`src/hdl/tvfs_pkg.sv`:
```
// Package: shared constants, state encoding and controller/datapath bundles.
`timescale 1ns / 1ps
package tvfs_pkg;
    localparam int GRID_SIDE      = 16;
    localparam int COORD_BITS     = $clog2(GRID_SIDE);
    localparam int FRAC_BITS      = 8;
    localparam int POS_BITS       = COORD_BITS + FRAC_BITS;
    localparam int COMPONENT_BITS = 16;
    localparam int ADDR_BITS      = 3 * COORD_BITS;
    localparam int SLICE_BITS     = 5;
    localparam int BLEND_STEPS    = 7;
    localparam int SLICE_LOW      = 2;
    localparam int SLICE_MARGIN   = 3;

    // Operation codes of an input transfer
    localparam logic OP_WRITE = 1'b0;
    localparam logic OP_QUERY = 1'b1;

    typedef enum logic [2:0] {
        ST_CLEAR,
        ST_IDLE,
        ST_WRITE,
        ST_READ,
        ST_BLEND,
        ST_OUT
    } t_state;

    // Controller to datapath commands
    typedef struct packed {
        logic                 capture;
        logic                 mem_clear;
        logic [ADDR_BITS-1:0] clear_addr;
        logic                 mem_write;
        logic                 rd_en;
        logic [2:0]           corner;
        logic                 blend_en;
        logic [2:0]           step;
        logic                 load_out;
    } t_cmd;

    // Datapath to controller status
    typedef struct packed {
        logic out_busy;
    } t_status;
endpackage

```
`src/hdl/tvfs_ctrl.sv`:
```
// Controller: sequences store clearing, voxel writes, corner reads and blend steps.
`timescale 1ns / 1ps
module tvfs_ctrl (
    input  logic             i_clk,
    input  logic             i_rst_n,
    input  logic             i_in_valid,
    input  logic             i_operation,
    output logic             o_in_ready,
    input  tvfs_pkg::t_status i_status,
    output tvfs_pkg::t_cmd    o_cmd
);
    import tvfs_pkg::*;

    t_state                r_state, n_state;
    logic [ADDR_BITS-1:0]  r_cnt, n_cnt;
    logic                  accept;

    assign accept = (r_state == ST_IDLE) && i_in_valid;

    // State and counter registers
    always_ff @(posedge i_clk) begin
        if (!i_rst_n) begin
            r_state <= ST_CLEAR;
            r_cnt   <= '0;
        end else begin
            r_state <= n_state;
            r_cnt   <= n_cnt;
        end
    end

    // Next state
    always_comb begin
        n_state = r_state;
        n_cnt   = r_cnt;
        case (r_state)
            ST_CLEAR: begin
                n_cnt = r_cnt + 1'b1;
                if (&r_cnt) begin
                    n_state = ST_IDLE;
                end
            end
            ST_IDLE: begin
                n_cnt = '0;
                if (accept) begin
                    n_state = (i_operation == OP_QUERY) ? ST_READ : ST_WRITE;
                end
            end
            ST_WRITE: n_state = ST_IDLE;
            ST_READ: begin
                n_cnt = r_cnt + 1'b1;
                if (r_cnt[2:0] == 3'd7) begin
                    n_state = ST_BLEND;
                    n_cnt   = '0;
                end
            end
            ST_BLEND: begin
                n_cnt = r_cnt + 1'b1;
                if (r_cnt[2:0] == 3'(BLEND_STEPS - 1)) begin
                    n_state = ST_OUT;
                end
            end
            ST_OUT: begin
                if (!i_status.out_busy) begin
                    n_state = ST_IDLE;
                end
            end
            default: n_state = ST_CLEAR;
        endcase
    end

    // Outputs
    always_comb begin
        o_cmd            = '0;
        o_cmd.clear_addr = r_cnt;
        o_cmd.corner     = r_cnt[2:0];
        o_cmd.step       = r_cnt[2:0];
        o_in_ready       = 1'b0;
        case (r_state)
            ST_CLEAR: o_cmd.mem_clear = 1'b1;
            ST_IDLE: begin
                o_in_ready    = 1'b1;
                o_cmd.capture = accept;
            end
            ST_WRITE: o_cmd.mem_write = 1'b1;
            ST_READ:  o_cmd.rd_en     = 1'b1;
            ST_BLEND: o_cmd.blend_en  = 1'b1;
            ST_OUT:   o_cmd.load_out  = !i_status.out_busy;
            default:  o_cmd.capture   = 1'b0;
        endcase
    end
endmodule

```
`config.mk`:
```
export PLATFORM = sky130hd
export DESIGN_NAME = tvfs_ctrl
export DESIGN_NICKNAME = d
export VERILOG_FILES = /design/src/hdl/tvfs_pkg.sv /design/src/hdl/tvfs_ctrl.sv
export SDC_FILE = /design/constraint.sdc
export NUM_CORES = 1
export LEC_CHECK = 0
export ABC_AREA = 1
export BUFFER_PORTS_ARGS = -buffer_cell sky130_fd_sc_hd__buf_2
export CORE_MARGIN = 5
export CORE_UTILIZATION = 44
export DETAILED_ROUTE_END_ITERATION = 12
export GPL_ROUTABILITY_DRIVEN = 0
export PLACE_DENSITY = 0.7
export SLEW_MARGIN = 10
export SYNTH_ARGS = -nofsm -noshare
export SYNTH_HDL_FRONTEND = slang
export SYNTH_SLANG_ARGS = --single-unit
```
`constraint.sdc`:
```
create_clock -name i_clk -period 2 [get_ports i_clk]
set_input_delay 0.4 -clock i_clk [delete_from_list [all_inputs] [get_ports i_clk]]
set_output_delay 0.4 -clock i_clk [all_outputs]
set_load 0.01 [all_outputs]
```
==> impl_metrics.tcl, run 1 <==
set metrics [dict create \
    synth-edff-count 0 \
    tritoncts "built" \
    ctsHoldBuffers 0 \
    grt.total_usage 0.149 \
    powerDensity_nw_per_um2 952 \
    finish.utilization 0.516 \
    drive_gt1_frac 0.277 \
    viasPerCell 4.89 \
    grt_pass1_wl_um 3940 \
    path_delay_family "flip-flops" \
    antenna_found_initial 0 \
    clkPwrFrac 0.162 \
    fin_crit_ns 1.72 \
    pwr-share-comb 0.474 \
    clk_pin_slew_ns 0.08 \
    maxSlewViolCount 0 \
    grt_max_degree 12 \
    num_vias 983 \
    antennaDiodeCount 0 \
    netlist_top_cells_count "42 x nand2_1, 19 x nor2_1, 15 x dfxtp_1" \
    synth_area_um2 978 \
    grt_setup_unrepaired "false" \
    grt_remaining_overflow 0 \
    wl_per_cell_um 11.0 \
    cts.sinks 15 \
    postRouteAntennaNets 0 \
    cts_setup_buffers 0 \
    io_buffers 29 \
    worst-path-stages 6 \
    critPathLaunchType "flip-flop" \
    maxCapViolations 0 \
    drt-initial-drc-count 25 \
    ys_ff_latch 15 \
    ys_seq_area_frac 0.307 \
    design.die.area_um2 3270 \
    hold_violations 0 \
    fp.dieH_um 57.2 \
    p_leak_nw 0.531 \
    coreArea_um2 2170 \
    synthToLayoutAreaGrowth_pct 14.3 \
    switching_share 0.466 \
    totalWireLength_um 2200 \
    ctsHtreeMaxLevel 1 \
    hp-class "in -> reg" \
    end_kind "output pin" \
    synth_ff_type "dfxtp_1" \
    max_stage_delay_ns 0.54 \
    drt_first_pass_iters 4 \
    row_count 17 \
    yosysTopAreaCell "dfxtp_1" \
    clock.fmax_ghz 0.583 \
    initial_core_util 0.451 \
    pwr-share-seq 0.363 \
    ff2ff_setup_slack_ns 0.39 \
    synth_top_cell_area_share 0.307 \
    max-vdd-ir-drop_mv 0.425 \
    yosys_warnings 0 \
    clockRootBuffer "clkbuf_4" \
    p_int_uw 568 \
    final_nets 182 \
    min_period_over_period 0.858 \
    arrival_ns 1.32 \
    finalSetupViolCount 0 \
    synth_cells 148 \
    reg2reg_depth 9 \
    io_pins 30 \
    drc_errors 0 \
    status "finished, final reports clean" \
    critPathSlowestCell "dfxtp_1" \
    dp_hpwl_um 1750 \
    synthMostInstantiatedCell "nand2_1" \
    tightest_slew_ns 0.353 \
    path_max_fanout 10 \
    finClkSkew_ns 0.00730 \
    syn_area_per_cell_um2 6.61 \
    grt_pass1_vias 939 \
    die_x_um 57.2 \
    worst-path-buf-inv 3 \
    async_flop_share 0 \
    required_ns 1.60 \
    cts_resized 0 \
    insertion_delay_ns 0.29 \
    switching_power_uw 497 \
    ys_top_cells_by_area "dfxtp_1 31%, nand2_1 16%, nor2_1 7.3%, o21ai_0 4.6%, buf_4 4.6%" \
    slew_headroom 0.764 \
    cp_cell_sequence "inv_4, nand2_1, nor2_1, nand2_1, inv_1, buf_2" \
    tns_ns 0 \
    cts_buffers 3 \
    synth_nets 156 \
    crit_path_frequent_cell "nand2_1" \
    ys_types 27 \
    worstSetupPathType "reg -> out" \
    hold_depth 3 \
    clockBufferDepth 2 \
]
==> kinds of logic (layout without fill, tap and decap cells) <==
group,after synthesis,count (layout),synth area share
and+or+nand+nor,84,84,0.389
buffers and inverters,25,50,0.139
DFF,15,15,0.307
AOI/OAI and AO/OA,21,21,0.127
adders and majority gates,3,3,0.0384
==> flip-flops by register name, summed over array words and instances, names as in the netlist <==
signal and flops:
r_state 3, r_cnt 12
==> path summary, 6_finish.rpt <==
path                    from         to
hold / removal       i_rst_n   r_cnt[5]
setup / recovery  r_state[2]  o_cmd[23]
setup reg to reg    r_cnt[1]   r_cnt[9]
hold reg to reg     r_cnt[0]   r_cnt[0]
==> worst min-delay path: stages <==
cell,delay (ns)
buf_2,0.14
nand2_1,0.07
nor2_1,0.03
==> metrics by stage <==
step	total power [mW]	cells	hold WS [ns]	setup WS (ns)	cell area (um^2)
6_report	1.07	201	0.397	0.284	1120
5_1_grt	1.17	201	0.409	0.152	1120
4_1_cts	1.08	201	0.394	0.278	1120
3_5_place_dp	0.908	197	0.528	0.403	1090
3_3_place_gp	0.898	197	0.523	0.420	1090
2_1_floorplan	0.820	148	0.520	0.540	978
==> final cells by class <==
| type | count | area [um^2] |
|---|---|---|
| Clock buffer | 3 | 22.5 |
| Clock inverter | 1 | 5.00 |
| Fill cell | 246 | 1050 |
| Inverter | 17 | 68.8 |
| Multi-Input combinational cell | 108 | 542 |
| Sequential cell | 15 | 300 |
| Tap cell | 28 | 35.0 |
| Timing Repair Buffer | 29 | 145 |
==> cell usage in the layout (no fill, tap or decap), drive strengths merged <==
cell    instances
a21oi           8
buf            29
clkbuf          3
clkinv          1
dfxtp          15
ha              3
inv            17
nand2          44
nand3           9
nand3b          1
nand4           2
nor2           22
nor3            4
nor4            1
o21ai          11
o21bai          1
o22ai           1
or2             1
==> metal layers <==
layer | track usage | part of all wire | up-vias
li1 | - | - | 518
met1 | 0.183 | 0.46 | 439
met2 | 0.251 | 0.47 | 21
met3 | 0.0294 | 0.050 | 5
met4 | 0.0662 | 0.020 | 0
met5 | 0 | 0 | -
==> power groups by stage <==
stage	sequential (mW)	clock, mW	combinational [mW]
floorplan	0.395	0	0.425
global placement	0.391	0	0.507
detailed placement	0.396	0	0.512
CTS	0.388	0.179	0.514
global route	0.396	0.193	0.577
finish	0.387	0.173	0.505
Note: power is estimated with default switching activity, not from simulation.
==> run 2: changes to the inputs <==
- CORE_UTILIZATION: 44 -> 53
- PLACE_DENSITY: 0.7 -> 0.82
==> run 2 against run 1 <==
  * Worst hold slack got worse by 0.0033 ns
  * Clock-buffer cell count unchanged
  * Cell area shrank 0.34%
  * Critical path type unchanged
==> impl_metrics.tcl, run 2 (synthesis results as in run 1) <==
set metrics [dict create \
    status "finished, final reports clean" \
    postRouteAntennaNets 0 \
    antenna_found_initial 0 \
    p_leak_nw 0.531 \
    clk_pin_slew_ns 0.09 \
    fin_crit_ns 1.74 \
    initial_core_util 0.561 \
    worst-path-buf-inv 3 \
    design.die.area_um2 2810 \
    num_vias 996 \
    hold_violations 0 \
    maxSlewViolCount 0 \
    drt_first_pass_iters 4 \
    layout.cells.most_common "nand2_1" \
    critPathCapture "o_cmd[23]" \
    crit_path_frequent_cell "nand2_1" \
    synthToLayoutAreaGrowth_pct 13.9 \
    hold_ws_ns 0.394 \
    slew_headroom 0.762 \
    finClkSkew_ns 0.00222 \
    max_stage_delay_ns 0.54 \
    coreArea_um2 1750 \
    grt_pass1_wl_um 3720 \
    path_delay_family "flip-flops" \
    die_x_um 53.0 \
    ff2ff_setup_slack_ns 0.43 \
    clock.fmax_ghz 0.576 \
    grt_remaining_overflow 0 \
    drt-initial-drc-count 25 \
    final_nets 182 \
    drc_errors 0 \
    tightest_slew_ns 0.356 \
    cts_setup_buffers 0 \
    grt_max_degree 12 \
    worst-path-stages 6 \
    clockBufferDepth 2 \
    worstSetupPathType "reg -> out" \
    top_regs "r_cnt: 12 flops, r_state: 3 flops" \
    clockRootBuffer "clkbuf_4" \
    io_buffers 29 \
    tritoncts "built" \
    cts.sinks 15 \
    r2r-end "r_cnt[9]" \
    layout_common_cells "42 x nand2_1, 29 x buf_2, 19 x nor2_1" \
    max-vdd-ir-drop_mv 0.532 \
    ctsHoldBuffers 0 \
    cts_buffers 3 \
    grt.total_usage 0.176 \
    tns_ns 0 \
    antennaDiodeCount 0 \
    regMostFlops "r_cnt" \
    drive_gt1_frac 0.277 \
    finalSetupViolCount 0 \
    min_period_over_period 0.868 \
    viasPerCell 5.03 \
    grt_pass1_vias 898 \
    powerDensity_nw_per_um2 967 \
    wl_per_cell_um 11.1 \
    critPathSlowestCell "dfxtp_1" \
    cts_resized 0 \
    arrival_ns 1.34 \
    required_ns 1.60 \
    end_kind "output pin" \
    maxCapViolations 0 \
    insertion_delay_ns 0.28 \
    totalWireLength_um 2210 \
    largest_register_ffs 12 \
    worst_r2r_startpoint "r_cnt[1]" \
    row_count 15 \
    fp.dieH_um 53.0 \
    path_max_fanout 10 \
    ctsHtreeMaxLevel 1 \
    cp_cell_sequence "inv_4, nand2_1, nor2_1, nand2_1, inv_1, buf_2" \
    io_pins 30 \
    hp-class "in -> reg" \
    finish.utilization 0.639 \
    dp_hpwl_um 1770 \
    critPathLaunchType "flip-flop" \
    grt_setup_unrepaired "false" \
    reg2reg_depth 9 \
    cp-startpoint "r_state[2]" \
]
[run 2: worst min path at each step]
stage,start,end,slack (ns),depth (start not counted)
after floorplan,i_rst_n,r_cnt[5],0.52,2
after detailed placement,r_cnt[7],r_cnt[7],0.51,2
after global placement,r_cnt[7],r_cnt[7],0.51,2
after CTS,i_in_valid,r_state[1],0.39,3
final,i_rst_n,r_cnt[5],0.39,3
after global routing,i_rst_n,r_state[0],0.40,3
[run 2: where the power goes]
part / switching, mW / total [mW] / internal [mW]
registers: 0.0571 / 0.390 / 0.333
clock network: 0.103 / 0.177 / 0.0743
logic: 0.350 / 0.511 / 0.162
total: 0.510 / 1.08 / 0.568
[run 2: through the flow]
| step | setup WS [ns] | area (um^2) | power [mW] | instances |
|---|---|---|---|---|
| 6_report | 0.264 | 1110 | 1.08 | 198 |
| 5_1_grt | 0.163 | 1110 | 1.16 | 198 |
| 4_1_cts | 0.268 | 1110 | 1.09 | 198 |
| 3_5_place_dp | 0.436 | 1090 | 0.906 | 194 |
| 3_3_place_gp | 0.492 | 1090 | 0.892 | 194 |
| 2_1_floorplan | 0.540 | 978 | 0.820 | 148 |
[run 2: area by class of cell]
class	count	area, um^2
Inverter	17	68.8
Timing Repair Buffer	29	145
Tap cell	25	31.3
Clock buffer	3	22.5
Multi-Input combinational cell	108	542
Sequential cell	15	300
Fill cell	164	631
Clock inverter	1	5.00
[run 2: layer usage]
layer	track usage	routed length (um)
met4	0.0511	25
met5	0	0
met3	0.0366	174
met1	0.220	985
met2	0.302	1020
[run 2: worst min-delay path: stages]
cell and delay [ns]:
buf_2 0.14, nand2_1 0.07, nor2_1 0.03
==> run 3: changes to the inputs <==
- clock period: 2 -> 2.12 ns (I/O delays scaled with it)
==> run 3 against run 2 <==
  * Sequential power fell by 6.2%
  * Global-route usage shrank 0.069 points
  * Core utilization stayed put
  * Largest cell class unchanged
  * Via count rose by 1.3%
  * Register-to-register slack improved by 0.10 ns
  * Clock skew about the same
  * Power decreased by 5.7%
  * Clock-buffer cell count unchanged
==> impl_metrics.tcl, run 3 (synthesis results as in run 1) <==
set metrics [dict create \
    fin_crit_ns 1.74 \
    layout_common_cells "42 x nand2_1, 29 x buf_2, 19 x nor2_1" \
    io_buffers 29 \
    viasPerCell 5.10 \
    tns_ns 0 \
    die_x_um 53.0 \
    min_period_over_period 0.823 \
    status "finished, final reports clean" \
    worstSetupPathType "reg -> out" \
    grt_remaining_overflow 0 \
    layout.cells.most_common "nand2_1" \
    finish.utilization 0.639 \
    multiInputGateArea_um2 542 \
    cts_buffers 3 \
    required_ns 1.70 \
    cts_setup_buffers 0 \
    ctsHoldBuffers 0 \
    p_leak_nw 0.531 \
    end_kind "output pin" \
    design.die.area_um2 2810 \
    initial_core_util 0.561 \
    seq_area_um2 300 \
    top_regs "r_cnt: 12 flops, r_state: 3 flops" \
    totalWireLength_um 2240 \
    hold_depth 3 \
    max-vdd-ir-drop_mv 0.540 \
    clockBufferDepth 2 \
    grt_pass1_wl_um 3670 \
    grt_max_degree 12 \
    drc_errors 0 \
    synthToLayoutAreaGrowth_pct 13.9 \
    n_fill_cell 165 \
    drive_gt1_frac 0.277 \
    drt-initial-drc-count 25 \
    antenna_found_initial 0 \
    grt_setup_unrepaired "false" \
    antennaDiodeCount 0 \
    num_vias 1009 \
    cts.sinks 15 \
    clk_pin_slew_ns 0.10 \
    largest_register_ffs 12 \
    ff2ff_setup_slack_ns 0.53 \
    finClkSkew_ns 0.00203 \
    pre_cts_ws_ns 0.559 \
    dp_hpwl_um 1760 \
    tritoncts "built" \
    grt.total_usage 0.175 \
    worstHoldEndpoint "r_state[0]" \
    clockRootBuffer "clkbuf_4" \
    maxCapViolations 0 \
    hp-class "in -> reg" \
    slew_headroom 0.762 \
    reg2reg_depth 9 \
    coreArea_um2 1750 \
    drt_first_pass_iters 4 \
    layout_setup_ws_ns 0.376 \
    grt_pass1_vias 878 \
    hp-start "i_rst_n" \
    r2r-end "r_cnt[9]" \
    maxSlewViolCount 0 \
    row_count 15 \
    tightest_slew_ns 0.357 \
    fp.dieH_um 53.0 \
    insertion_delay_ns 0.28 \
    clock.fmax_ghz 0.573 \
    ctsHtreeMaxLevel 1 \
    postRouteAntennaNets 0 \
    cts_resized 0 \
    final_nets 182 \
    hold_violations 0 \
    powerDensity_nw_per_um2 912 \
    regMostFlops "r_cnt" \
    finalSetupViolCount 0 \
    critPathLaunchType "flip-flop" \
    worst_r2r_startpoint "r_cnt[0]" \
    arrival_ns 1.32 \
    io_pins 30 \
    wl_per_cell_um 11.3 \
    path_max_fanout 10 \
]
-- run 3: layout make-up --
cell class	instances	share of cell area
Tap cell	25	0.0281
Inverter	17	0.0617
Clock buffer	3	0.0202
Clock inverter	1	0.00449
Multi-Input combinational cell	108	0.486
Sequential cell	15	0.269
Timing Repair Buffer	29	0.130
-- run 3: worst max path at each step --
stage | from | endpoint | slack, ns | depth (start not counted)
after floorplan | r_cnt[1] | r_cnt[9] | 0.66 | 9
after global placement | r_cnt[0] | r_cnt[10] | 0.61 | 9
after detailed placement | r_cnt[0] | r_cnt[9] | 0.56 | 9
after CTS | r_state[2] | o_cmd[23] | 0.39 | 6
after global routing | r_state[2] | o_cmd[23] | 0.25 | 6
final | r_state[2] | o_cmd[23] | 0.38 | 6
-- run 3: where the power goes --
part / switching (mW) / leakage [nW] / total (mW) / internal (mW)
clock: 0.0981 / 0.0177 / 0.168 / 0.0699
combinational: 0.330 / 0.392 / 0.482 / 0.153
sequential: 0.0526 / 0.122 / 0.366 / 0.314
-- run 3: worst max-delay path, cell delays in order, from the launching register on --
cell     delay, ns
dfxtp_1       0.54
inv_4         0.06
nand2_1       0.12
nor2_1        0.07
nand2_1       0.08
inv_1         0.04
buf_2         0.13
-- run 3: per-stage QoR --
step                hold slack [ns]  power, mW  cell area, um^2  cells
detailed placement            0.508      0.856             1090    194
CTS                           0.425       1.02             1110    198
finish                        0.426       1.02             1110    198
floorplan                     0.524      0.774              978    148
global placement              0.508      0.842             1090    194
global route                  0.425       1.10             1110    198
-- run 3: routing by layer --
layer	part of all wire	GRT usage
met4	0.0085	0.0596
met3	0.062	0.0423
met2	0.47	0.293
met5	0	0
met1	0.46	0.218
